`src/rtl/core/irt_pkg.sv`:
```
// ----------------------------------------------------------------------------
// irt_pkg
// Shared types and codes for the inform retry table: request and result
// codes, the stored entry layout and the controller/datapath interface.
// ----------------------------------------------------------------------------
package irt_pkg;

  localparam int TableDepth = 16;
  localparam int IdxW       = (TableDepth > 1) ? $clog2(TableDepth) : 1;

  localparam logic [1:0] ReqAdd    = 2'd0;
  localparam logic [1:0] ReqAck    = 2'd1;
  localparam logic [1:0] ReqCancel = 2'd2;
  localparam logic [1:0] ReqTick   = 2'd3;

  localparam logic [2:0] KindPlain  = 3'd0;
  localparam logic [2:0] KindInform = 3'd1;
  localparam logic [2:0] KindResend = 3'd2;
  localparam logic [2:0] KindRetire = 3'd3;
  localparam logic [2:0] KindReject = 3'd4;
  localparam logic [2:0] KindDone   = 3'd5;

  typedef struct packed {
    logic [31:0] request_id;
    logic [7:0]  trap;
    logic [31:0] ip;
    logic [7:0]  retries;
    logic [23:0] timeout;
    logic [31:0] last_sent;
  } entry_t;

  typedef struct packed {
    logic accept;
    logic scan_rd;
    logic final_step;
    logic flush;
  } irt_cmd_t;

  typedef struct packed {
    logic scan_needed;
    logic scan_end;
  } irt_status_t;

endpackage

```
`src/rtl/core/irt_ctrl.sv`:
```
// ----------------------------------------------------------------------------
// irt_ctrl
// Sequencer for one item: accept, table scan and drain when needed, final step, flush.
// ----------------------------------------------------------------------------
module irt_ctrl (
  input  logic                 clk_i,
  input  logic                 rst_ni,
  input  logic                 start_i,
  output logic                 busy_o,
  input  irt_pkg::irt_status_t status_i,
  output irt_pkg::irt_cmd_t    cmd_o
);
  import irt_pkg::*;

  localparam logic [2:0] StIdle  = 3'd0;
  localparam logic [2:0] StScan  = 3'd1;
  localparam logic [2:0] StDrain = 3'd2;
  localparam logic [2:0] StFinal = 3'd3;
  localparam logic [2:0] StFlush = 3'd4;

  logic [2:0] state_q, state_d;

  always_comb begin
    state_d = state_q;
    cmd_o   = '0;
    case (state_q)
      StIdle: begin
        if (start_i) begin
          cmd_o.accept = 1'b1;
          state_d      = status_i.scan_needed ? StScan : StFinal;
        end
      end
      StScan: begin
        cmd_o.scan_rd = 1'b1;
        if (status_i.scan_end) begin
          state_d = StDrain;
        end
      end
      StDrain: begin
        state_d = StFinal;
      end
      StFinal: begin
        cmd_o.final_step = 1'b1;
        state_d          = StFlush;
      end
      StFlush: begin
        cmd_o.flush = 1'b1;
        state_d     = StIdle;
      end
      default: begin
        state_d = StIdle;
      end
    endcase
  end

  always_ff @(posedge clk_i or negedge rst_ni) begin
    if (!rst_ni) begin
      state_q <= StIdle;
    end else begin
      state_q <= state_d;
    end
  end

  assign busy_o = (state_q != StIdle);

  assert property (@(posedge clk_i) disable iff (!rst_ni)
    (state_q == StDrain) |=> cmd_o.final_step)
    else $error("drain not followed by final step");

  assert property (@(posedge clk_i) disable iff (!rst_ni)
    cmd_o.final_step |=> cmd_o.flush)
    else $error("final step not followed by flush");

  assert property (@(posedge clk_i) disable iff (!rst_ni)
    cmd_o.flush |=> !busy_o)
    else $error("busy after flush");

endmodule

```
`src/rtl/core/irt_datapath.sv`:
```
// ----------------------------------------------------------------------------
// irt_datapath
// Entry table, scan pipeline, result staging and output register.
// ----------------------------------------------------------------------------
module irt_datapath (
  input  logic                 clk_i,
  input  logic                 rst_ni,
  input  irt_pkg::irt_cmd_t    cmd_i,
  output irt_pkg::irt_status_t status_o,
  input  logic [1:0]           req_type_i,
  input  logic [31:0]          request_id_i,
  input  logic [7:0]           trap_handle_i,
  input  logic [31:0]          dest_ip_i,
  input  logic                 build_ok_i,
  input  logic                 is_inform_i,
  input  logic                 replace_queued_i,
  input  logic [7:0]           retry_count_i,
  input  logic [23:0]          timeout_ms_i,
  input  logic [31:0]          now_ms_i,
  output logic                 result_valid_o,
  output logic [2:0]           result_kind_o,
  output logic [31:0]          out_request_id_o,
  output logic [7:0]           out_trap_handle_o,
  output logic [31:0]          out_ip_o,
  output logic                 last_o
);
  import irt_pkg::*;

  // latched item
  logic [1:0]  type_q;
  logic [31:0] rid_q;
  logic [7:0]  trap_q;
  logic [31:0] ip_q;
  logic        build_ok_q;
  logic        inform_q;
  logic [7:0]  retries_q;
  logic [23:0] timeout_q;
  logic [31:0] now_q;

  // table
  entry_t                mem [TableDepth];
  logic [TableDepth-1:0] valid_q;
  logic [IdxW-1:0]       scan_idx_q;
  logic [IdxW-1:0]       rd_idx_q;
  logic                  rd_vld_q;
  entry_t                rd_data_q;

  logic                  wr_en;
  logic [IdxW-1:0]       wr_idx;
  entry_t                wr_data;
  logic                  clr_en;
  logic                  set_en;

  logic                  free_found;
  logic [IdxW-1:0]       free_idx;

  logic [31:0]           age;
  logic                  expired;
  logic                  hit;

  logic                  ev_vld;
  logic [2:0]            ev_kind;
  logic [31:0]           ev_rid;
  logic [7:0]            ev_trap;
  logic [31:0]           ev_ip;

  logic                  pend_vld_q;
  logic [2:0]            pend_kind_q;
  logic [31:0]           pend_rid_q;
  logic [7:0]            pend_trap_q;
  logic [31:0]           pend_ip_q;

  logic                  res_vld_q;
  logic [2:0]            res_kind_q;
  logic [31:0]           res_rid_q;
  logic [7:0]            res_trap_q;
  logic [31:0]           res_ip_q;
  logic                  res_last_q;

  assign status_o.scan_needed = (req_type_i != ReqAdd) || (build_ok_i && replace_queued_i);
  assign status_o.scan_end    = (scan_idx_q == IdxW'(TableDepth - 1));

  always_ff @(posedge clk_i) begin
    if (cmd_i.accept) begin
      type_q     <= req_type_i;
      rid_q      <= request_id_i;
      trap_q     <= trap_handle_i;
      ip_q       <= dest_ip_i;
      build_ok_q <= build_ok_i;
      inform_q   <= is_inform_i;
      retries_q  <= retry_count_i;
      timeout_q  <= timeout_ms_i;
      now_q      <= now_ms_i;
    end
  end

  always_comb begin
    free_found = 1'b0;
    free_idx   = '0;
    for (int i = TableDepth - 1; i >= 0; i--) begin
      if (!valid_q[i]) begin
        free_found = 1'b1;
        free_idx   = IdxW'(i);
      end
    end
  end

  assign age     = now_q - rd_data_q.last_sent;
  assign expired = age > {8'd0, rd_data_q.timeout};

  always_comb begin
    ev_vld  = 1'b0;
    ev_kind = KindDone;
    ev_rid  = rd_data_q.request_id;
    ev_trap = rd_data_q.trap;
    ev_ip   = rd_data_q.ip;
    wr_en   = 1'b0;
    wr_idx  = rd_idx_q;
    wr_data = rd_data_q;
    clr_en  = 1'b0;
    set_en  = 1'b0;
    hit     = 1'b0;
    if (rd_vld_q && valid_q[rd_idx_q]) begin
      case (type_q)
        ReqAck:  hit = (rd_data_q.request_id == rid_q);
        ReqTick: hit = expired;
        default: hit = (rd_data_q.trap == trap_q);
      endcase
      if (hit) begin
        ev_vld = 1'b1;
        if (type_q == ReqTick && rd_data_q.retries != 8'd0) begin
          ev_kind           = KindResend;
          wr_en             = 1'b1;
          wr_data.last_sent = now_q;
          wr_data.retries   = rd_data_q.retries - 8'd1;
        end else begin
          ev_kind = KindRetire;
          clr_en  = 1'b1;
        end
      end
    end else if (cmd_i.final_step && type_q == ReqAdd) begin
      ev_vld  = 1'b1;
      ev_rid  = rid_q;
      ev_trap = trap_q;
      ev_ip   = ip_q;
      if (!build_ok_q || (inform_q && !free_found)) begin
        ev_kind = KindReject;
        ev_trap = '0;
        ev_ip   = '0;
      end else if (inform_q) begin
        ev_kind = KindInform;
        wr_en   = 1'b1;
        set_en  = 1'b1;
        wr_idx  = free_idx;
        wr_data = '{request_id: rid_q, trap: trap_q, ip: ip_q, retries: retries_q,
                    timeout: timeout_q, last_sent: now_q};
      end else begin
        ev_kind = KindPlain;
      end
    end
  end

  always_ff @(posedge clk_i) begin
    if (wr_en) begin
      mem[wr_idx] <= wr_data;
    end
  end

  always_ff @(posedge clk_i) begin
    if (cmd_i.scan_rd) begin
      rd_data_q <= mem[scan_idx_q];
      rd_idx_q  <= scan_idx_q;
    end
  end

  always_ff @(posedge clk_i or negedge rst_ni) begin
    if (!rst_ni) begin
      valid_q    <= '0;
      scan_idx_q <= '0;
      rd_vld_q   <= 1'b0;
    end else begin
      rd_vld_q <= cmd_i.scan_rd;
      if (cmd_i.accept) begin
        scan_idx_q <= '0;
      end else if (cmd_i.scan_rd) begin
        scan_idx_q <= scan_idx_q + IdxW'(1);
      end
      if (clr_en) begin
        valid_q[rd_idx_q] <= 1'b0;
      end
      if (set_en) begin
        valid_q[free_idx] <= 1'b1;
      end
    end
  end

  always_ff @(posedge clk_i or negedge rst_ni) begin
    if (!rst_ni) begin
      pend_vld_q <= 1'b0;
      res_vld_q  <= 1'b0;
    end else begin
      res_vld_q <= 1'b0;
      if (ev_vld) begin
        pend_vld_q <= 1'b1;
        res_vld_q  <= pend_vld_q;
      end else if (cmd_i.flush) begin
        pend_vld_q <= 1'b0;
        res_vld_q  <= 1'b1;
      end
    end
  end

  always_ff @(posedge clk_i) begin
    if (ev_vld) begin
      pend_kind_q <= ev_kind;
      pend_rid_q  <= ev_rid;
      pend_trap_q <= ev_trap;
      pend_ip_q   <= ev_ip;
      res_kind_q  <= pend_kind_q;
      res_rid_q   <= pend_rid_q;
      res_trap_q  <= pend_trap_q;
      res_ip_q    <= pend_ip_q;
      res_last_q  <= 1'b0;
    end else if (cmd_i.flush) begin
      res_last_q <= 1'b1;
      if (pend_vld_q) begin
        res_kind_q <= pend_kind_q;
        res_rid_q  <= pend_rid_q;
        res_trap_q <= pend_trap_q;
        res_ip_q   <= pend_ip_q;
      end else begin
        res_kind_q <= KindDone;
        res_rid_q  <= '0;
        res_trap_q <= '0;
        res_ip_q   <= '0;
      end
    end
  end

  assign result_valid_o    = res_vld_q;
  assign result_kind_o     = res_kind_q;
  assign out_request_id_o  = res_rid_q;
  assign out_trap_handle_o = res_trap_q;
  assign out_ip_o          = res_ip_q;
  assign last_o            = res_last_q;

  assert property (@(posedge clk_i) disable iff (!rst_ni)
    cmd_i.flush |=> res_vld_q && res_last_q)
    else $error("flush did not present a final item");

  assert property (@(posedge clk_i) disable iff (!rst_ni)
    rd_vld_q |-> !cmd_i.final_step)
    else $error("final step overlaps scan pipeline");

  assert property (@(posedge clk_i) disable iff (!rst_ni)
    set_en |=> valid_q[$past(free_idx)])
    else $error("inserted entry not marked valid");

  assert property (@(posedge clk_i) disable iff (!rst_ni)
    cmd_i.accept |-> !pend_vld_q)
    else $error("stale pending item at accept");

endmodule

```
`src/rtl/core/inform_retry_table.sv`:
```
// ----------------------------------------------------------------------------
// inform_retry_table
// Table of pending informs with acknowledge, cancel and timeout resend.
// ----------------------------------------------------------------------------
// Sequence: a scanning item (acknowledge, cancel, tick, add with replace) keeps
//   busy high through one table read per entry, then drain, final and flush;
//   an add without replace or a failed add keeps it high through final and
//   flush.
// Items: a new item is accepted only once busy is low again.
// Results appear one per strobe cycle, the last one in the first cycle with busy low.
// Reset: rst_ni clears all entry valid bits and the sequencer at once.
// ----------------------------------------------------------------------------
module inform_retry_table (
  input  logic        clk_i,
  input  logic        rst_ni,
  input  logic        start,
  output logic        busy,
  input  logic [1:0]  req_type_i,
  input  logic [31:0] request_id_i,
  input  logic [7:0]  trap_handle_i,
  input  logic [31:0] dest_ip_i,
  input  logic        build_ok_i,
  input  logic        is_inform_i,
  input  logic        replace_queued_i,
  input  logic [7:0]  retry_count_i,
  input  logic [23:0] timeout_ms_i,
  input  logic [31:0] now_ms_i,
  output logic        result_valid_o,
  output logic [2:0]  result_kind_o,
  output logic [31:0] out_request_id_o,
  output logic [7:0]  out_trap_handle_o,
  output logic [31:0] out_ip_o,
  output logic        last_o
);
  import irt_pkg::*;

  irt_cmd_t    cmd;
  irt_status_t status;

  irt_ctrl u_ctrl (
    .clk_i    (clk_i),
    .rst_ni   (rst_ni),
    .start_i  (start),
    .busy_o   (busy),
    .status_i (status),
    .cmd_o    (cmd)
  );

  irt_datapath u_datapath (
    .clk_i             (clk_i),
    .rst_ni            (rst_ni),
    .cmd_i             (cmd),
    .status_o          (status),
    .req_type_i        (req_type_i),
    .request_id_i      (request_id_i),
    .trap_handle_i     (trap_handle_i),
    .dest_ip_i         (dest_ip_i),
    .build_ok_i        (build_ok_i),
    .is_inform_i       (is_inform_i),
    .replace_queued_i  (replace_queued_i),
    .retry_count_i     (retry_count_i),
    .timeout_ms_i      (timeout_ms_i),
    .now_ms_i          (now_ms_i),
    .result_valid_o    (result_valid_o),
    .result_kind_o     (result_kind_o),
    .out_request_id_o  (out_request_id_o),
    .out_trap_handle_o (out_trap_handle_o),
    .out_ip_o          (out_ip_o),
    .last_o            (last_o)
  );

endmodule
```
`config.mk`:
```
export PLATFORM = sky130hd
export DESIGN_NAME = inform_retry_table
export DESIGN_NICKNAME = d
export VERILOG_FILES = /design/src/rtl/core/irt_pkg.sv /design/src/rtl/core/irt_ctrl.sv /design/src/rtl/core/irt_datapath.sv /design/src/rtl/core/inform_retry_table.sv
export SDC_FILE = /design/constraint.sdc
export NUM_CORES = 2
export LEC_CHECK = 0
export BUFFER_PORTS_ARGS = -buffer_cell sky130_fd_sc_hd__buf_2
export CELL_PAD_IN_SITES_DETAIL_PLACEMENT = 0
export CELL_PAD_IN_SITES_GLOBAL_PLACEMENT = 1
export CORE_MARGIN = 2
export CORE_UTILIZATION = 55
export DETAILED_ROUTE_END_ITERATION = 10
export GPL_TIMING_DRIVEN = 0
export HOLD_SLACK_MARGIN = 0.1
export PLACE_DENSITY_LB_ADDON = 0.1
export SYNTH_ARGS = -nofsm -noshare
export SYNTH_HDL_FRONTEND = slang
export SYNTH_HIERARCHICAL = 1
export SYNTH_SLANG_ARGS = --single-unit
```
`constraint.sdc`:
```
create_clock -name clk_i -period 36.8 [get_ports clk_i]
set_input_delay 3.68 -clock clk_i [delete_from_list [all_inputs] [get_ports clk_i]]
set_output_delay 3.68 -clock clk_i [all_outputs]
set_load 0.005 [all_outputs]
```
Word-level counts from Yosys, hierarchy flattened
Memories as Yosys holds them, arrays and structs flattened. A register that Yosys moved wholly into a read port is not among the register bits.
Index checks and enable logic that the tools add are counted.
W data, S select, Z words.
{"block": "classes", "add_sub_neg": 3, "magnitude_cmp": 5, "eq_ne": 11, "n_mux": 113, "n_bitwise": 3, "reduce_logical": 19}
{"operator": "$mux W32", "n": 14}
{"operator": "$mux W136", "n": 3}
{"operator": "$mux W4", "n": 22}
{"operator": "$mux W72", "n": 1}
{"operator": "$mux W8", "n": 9}
{"operator": "$mux W1", "n": 46}
{"operator": "$eq A32 B32 Y1", "n": 1}
{"operator": "$gt A32 B24 Y1", "n": 1}
{"operator": "$mux W16", "n": 2}
{"operator": "$sub A32 B32 Y32", "n": 1}
{"operator": "$mux W3", "n": 9}
{"operator": "$mux W24", "n": 1}
{"operator": "$and A16 B16 Y16", "n": 1}
{"operator": "$not A16 Y16", "n": 1}
{"operator": "$or A16 B16 Y16", "n": 1}
{"operator": "$pmux W3 S4", "n": 1}
{"operator": "$lt A4 B5 Y1 const B", "n": 2}
{"operator": "$demux W1 S4", "n": 2}
{"operator": "$eq A8 B8 Y1", "n": 1}
{"operator": "$ge A4 B1 Y1 const B", "n": 2}
{"operator": "$reduce_bool A8 Y1", "n": 1}
{"operator": "$sub A8 B1 Y8 const B", "n": 1}
{"operator": "$logic_and A1 B1 Y1", "n": 7}
{"operator": "$eq A3 B2 Y1 const B", "n": 2}
{"operator": "17 further kinds", "n": 22}
{"block": "totals", "regBits": 321, "ram_bits": 2176, "inputBits": 144, "out_inout_bits": 78, "elab_cells": 180, "memories": 1}
{"name": "u_datapath.mem", "words": 16, "width": 136, "read_ports": 1, "rd_ports_with_merged_regs": 1, "write_ports": 1, "line": "irt_datapath.sv:41", "text": "entry_t mem [TableDepth];"}

Logic depth before layout (Yosys ltp)
{"block": "depth", "ltp_word": 24, "mapped_depth": 24}

Modules after synthesis
The synthesis kept the hierarchy.
{"mod": "irt_datapath", "n_inst": 1, "cells_each": 4737, "area_each_um2": 102384.4}
{"mod": "irt_ctrl", "n_inst": 1, "cells_each": 18, "area_each_um2": 162.7}

Least setup slack after synthesis
OpenSTA, ideal clock, no wires.
{"block": "synth_path", "kind": "register -> register", "start": "register u_datapath.now_q[6]", "end": "memory u_datapath/mem[11][0] in the netlist's numbering (enable)", "setup_ps": 798, "arrival_ps": 13005, "path_slack_ps": 22997, "path_stages_with_launch": 23, "cell_sequence": "edfxtp_1 -> ha_1 -> a21oi_1 -> nor2_1 -> o41ai_4 -> a21oi_1 -> nor2b_1 -> o21ai_0 -> a21boi_0 -> o21ai_0 -> xor2_1 -> ha_1 -> and3_1 -> a22oi_1 -> a21oi_1 -> a211oi_1 -> a21oi_1 -> a22oi_1 -> nand4_4 -> o21a_2 -> nor3_4 -> buf_6 -> nor3_1"}
{"block": "synth_between", "elab_chain_len": 8}
{"item": "from (decl)", "line": "irt_datapath.sv:38", "text": "logic [31:0] now_q;"}
{"item": "from (signal assigned)", "line": "irt_datapath.sv:93", "text": "now_q <= now_ms_i;"}
{"item": "$sub A32 B32 Y32", "line": "irt_datapath.sv:108", "text": "assign age = now_q - rd_data_q.last_sent;"}
{"item": "$gt A32 B24 Y1", "line": "irt_datapath.sv:109", "text": "assign expired = age > {8'd0, rd_data_q.timeout};"}
{"item": "$pmux W1 S2", "line": "irt_datapath.sv:124", "text": "case (type_q)"}
{"item": "$mux W1", "line": "irt_datapath.sv:123", "text": "if (rd_vld_q && valid_q[rd_idx_q]) begin"}
{"item": "$mux W1", "line": "irt_datapath.sv:129", "text": "if (hit) begin"}
{"item": "$mux W1", "line": "irt_datapath.sv:123"}
{"item": "$mux W1", "line": "irt_datapath.sv:164", "text": "if (wr_en) begin"}
{"item": "$mux W1 (not written as such)", "line": "irt_datapath.sv:165", "text": "mem[wr_idx] <= wr_data;"}
{"item": "to (decl)", "line": "irt_datapath.sv:41"}
Every way passes these cells. The select of a mux whose other input is x is not followed.

Worst setup path in the final report
{"block": "layout_path", "start": "register u_datapath.now_q[4]", "end": "memory u_datapath/mem[1][81] in the netlist's numbering (enable)"}
Same word-level chain as after synthesis.

==> metrics.md <==
| Metric | Value |
|---|---|
| Async SR Flop Fraction | 0.009875 |
| Pwr Density | 76.36 nW/um^2 |
| WL/cell | 32.20 um |
| Critical path origin | u_datapath/now_q[4] |
| Worst Path Arrival | 8.93 ns |
| Port bufs | 221 |
| Reg2reg setup slack | 28.52 ns |
| Max Clock Skew | 0.05549 ns |
| Crit path buf inv count | 9 |
| First-pass GRT wire length | 381.8 mm |
| Sequential element share of the synthesized area | 0.7697 |
| Crit-path max FO | 9 |
| Max-slew headroom | -0.005884 |
| Worst setup path end | u_datapath/mem[1][81] |
| Rows | 158 |
| Gr ovfl total | 0 |
| Mapped Avg Cell Area | 21.57 um^2 |
| Die Wd | 435.8 um |
| Sink Count | 2,633 |
| Delay-heaviest family, CP | compound AO/OA/AOI/OAI gates |
| Initial Util | 0.5530 |
| Die area | 189,900 um^2 |
| Area after DPL | 111,300 um^2 |
| Max Slew Vio Count | 11 |
| Final worst-path cycle share | 0.2250 |
| Pin count of the biggest net entering global routing | 57 |
| Pwr Total | 9.139 mW |
| CP Capture Type | flop |
| Clock buffer depth | 4 |
| Hold slack | 0.4646 ns |
| Synth top area cells | edfxtp_1 (76%), mux4_2 (15%), nand2_1 (1.4%) |
| Overall routing resource usage | 0.2841 |
| Internal power | 6.391 mW |
| Leakage | 39.26 nW |
| Post-CTS sizing | 0 |
| Clk pin slew, worst setup/hold paths | 0.06 ns |
| Endpoints failing hold | 0 |
| Initial antenna violation count | 9 |
| Vias in the first global route | 52,210 |
| Main flop type after synthesis | edfxtp_1 |
| Reg2reg end | u_datapath/mem[1][81] |
| Final net count | 5,840 |
| Sequential share of power | 0.439 |
| Failing checks | max-capacitance violations, max-slew violations |
| Routed WL | 267.7 mm |
| Commonest non-fill, non-tap cell in the layout | edfxtp_1 |
| Worst reg2reg startpoint | u_datapath/now_q[4] |
| Final setup fails | 0 |
| Post-Syn Area | 102,500 um^2 |
| FF+latch count, synth | 2,633 |
| Number of cells on the critical path | 30 |
| Startpoint types | flop |
| CP Data Required Time | 37.45 ns |
| Grt met3 use | 0.04781 |
| Post-route cell area | 119,700 um^2 |
| DRC Markers | 0 |
| Yosys Warn Count | 6 |
| Starting DRC count in detailed routing | 6,979 |
| Proportion of layout cells with a drive suffix above 1 | 0.3044 |
| Post-synth EDFFs | 2,606 |
| Sw frac | 0.3007 |
| IO Pins | 222 |
| CP dominant cell by count | buf_6 |
| Outcome | finished with violations |
| FMAX | 120.8 MHz |
| Clock power share | 0.288 |
| Die H | 435.8 um |
| Area grow syn2layout | 16.71% |
| Syn Inst Count | 4,755 |
| Max Cap Viol | 1 |
| Sw Pwr | 2.749 mW |
| Fin crit period | 8.279 ns |
| CTS tree | built |
| Yosys top cell area share | 0.7631 |
| Commonest cells after routing, fill and taps aside | edfxtp_1 (2,606), mux4_2 (685), nand2_1 (384), buf_6 (310), clkbuf_16 (287) |
| Hold crit path type | flop to flop |
| Most used routing layer | met2 |
| Setup bufs post-CTS | 0 |
| Core Box Area | 185,400 um^2 |
| Dominant cell type by area after synthesis | edfxtp_1 |
| Final ANT Viol Nets | 0 |
| Global-route track usage on met1 | 0.4077 |
| WS Path Type | flop to flop |
| Worst path max stage delay | 0.75 ns |
| Post-synth cell types | 80 |
| Vias | 52,180 |
| Net Count, Synth | 4,958 |
| Worst-Skew Late Latency | 0.93 ns |
| # H-tree levels | 5 |
| Root Buffer | clkbuf_16 |
| VDD IR max | 0.06052 mV |
| Met2 Use GR | 0.4616 |
| CTS buffer count | 281 |
| Global placement routability congestion | 0.8460 |
| Vias per cell | 6.277 |
| Part of the power in combinational logic | 0.274 |
| Crit-path slowest cell | nor3_4 |
| Setup TNS | 0 ns |
| RSZ-0062 raised after global routing | false |
| Hold-fix buffers at CTS | 0 |
| Pre-antenna DRT Iters | 5 |
| Measured slew at the worst slew-check pin | 1.509 ns |
| Post-DP HPWL | 183.0 mm |
| Worst reg2reg path depth | 30 |
==> cell usage after synthesis (3+ instances only) <==
master	number
nand2_1	384
a211o_1	3
buf_6	4
nand3_1	61
nor2_1	70
dfrtp_1	26
nand2b_1	8
buf_4	6
nor3b_1	3
a21o_1	13
a221o_1	4
o2111a_1	3
mux2i_1	9
nor4_1	6
nand4_1	19
o21bai_1	5
mux4_2	685
o21a_1	9
a21boi_0	4
o21ai_1	5
mux2_2	37
clkbuf_1	133
xnor2_1	36
nand3b_1	6
a21oi_1	57
or3_1	6
xor2_1	31
buf_2	30
buf_1	50
inv_1	70
o211ai_1	4
a211oi_1	5
and2_1	7
o21ai_0	58
and3_1	6
ha_1	58
nor2b_1	85
a31oi_1	33
mux2_1	29
edfxtp_1	2606
nor3_1	32
==> final cells by class <==
type | count | area, um^2
antenna | 4 | 10.01
buffer | 224 | 955.9
clock buffer | 348 | 7411
clock inverter | 126 | 948.4
fill | 12550 | 65750
inverter | 70 | 262.8
multi-input combinational | 1828 | 22530
sequential | 2633 | 78930
tap | 2480 | 3103
timing repair buffer | 599 | 5535
==> per-stage QoR <==
stage | util | worst slack, ns | cells
after detailed placement | 0.6003 | 28.62 | 7834
after global placement | 0.5757 | 7.260 | 7456
final | 0.6454 | 28.52 | 8312
after floorplan | - | 23.00 | 4755
after global routing | 0.6454 | 28.14 | 8308
after CTS | 0.6454 | 28.60 | 8308
==> how the worst min path moves through the flow <==
stage	from	end	slack [ns]	cells past startpoint
floorplan	u_datapath/scan_idx_q[3]	u_datapath/rd_idx_q[3]	0.42	0
global placement	u_datapath/last_o	u_datapath/last_o	0.45	2
detailed placement	u_datapath/last_o	u_datapath/last_o	0.46	2
CTS	u_datapath/last_o	u_datapath/last_o	0.47	2
global route	u_datapath/last_o	u_datapath/last_o	0.49	2
finish	u_datapath/last_o	u_datapath/last_o	0.46	2
==> worst register-to-register path: cells and delay by family, from the launching register on <==
kind / cells / cell delay [ns]
adders and majority gates: 2 / 0.75
and+or+nand+nor: 5 / 1.79
buffers and inverters: 9 / 1.48
xor gates and xnor gates: 1 / 0.39
AOI/OAI and AO/OA: 13 / 3.11
DFF: 1 / 0.50
==> flip-flops by register name, indices dropped and copies added (netlist names), 2 cells and up <==
signal                        cells
u_datapath/rd_idx_q               4
u_datapath/out_trap_handle_o      8
u_datapath/rid_q                 32
u_datapath/rd_data_q            136
u_datapath/mem                 2176
u_datapath/pend_ip_q             32
u_datapath/result_kind_o          3
u_datapath/pend_kind_q            3
u_datapath/out_ip_o              32
u_ctrl/state_q                    3
u_datapath/pend_trap_q            8
u_datapath/retries_q              8
u_datapath/ip_q                  32
u_datapath/trap_q                 8
u_datapath/scan_idx_q             4
u_datapath/now_q                 32
u_datapath/out_request_id_o      32
u_datapath/type_q                 2
u_datapath/valid_q               16
u_datapath/timeout_q             24
u_datapath/pend_rid_q            32
==> power by group through the flow <==
stage,clock network (mW),logic (mW),registers [mW]
final,2.63,2.50,4.01
after global routing,2.78,2.68,4.02
after CTS,2.67,2.51,4.01
after detailed placement,0,2.50,4.07
after global placement,0,2.40,4.16
after floorplan,0,1.63,4.04
==> per-layer routing <==
metal	vias to the layer above	wire length [um]
met3	432	21420
met4	4	6748
li1	21430	-
met2	2481	131800
met5	-	23
met1	27830	107700
==> logic make-up (layout without fill, tap and decap cells) <==
family	Yosys count	after routing	share of synthesized area
multiplexers	762	762	0.1589
other	0	4	0
adder cells (fa/ha/maj)	59	59	0.007272
XOR/XNOR	67	67	0.005722
AND/OR/NAND/NOR	709	709	0.03192
flip-flops	2633	2633	0.7697
buffers and inverters	294	1367	0.01175
AO/OA/AOI/OAI	231	231	0.01482
(Power assumes the default switching activity.)
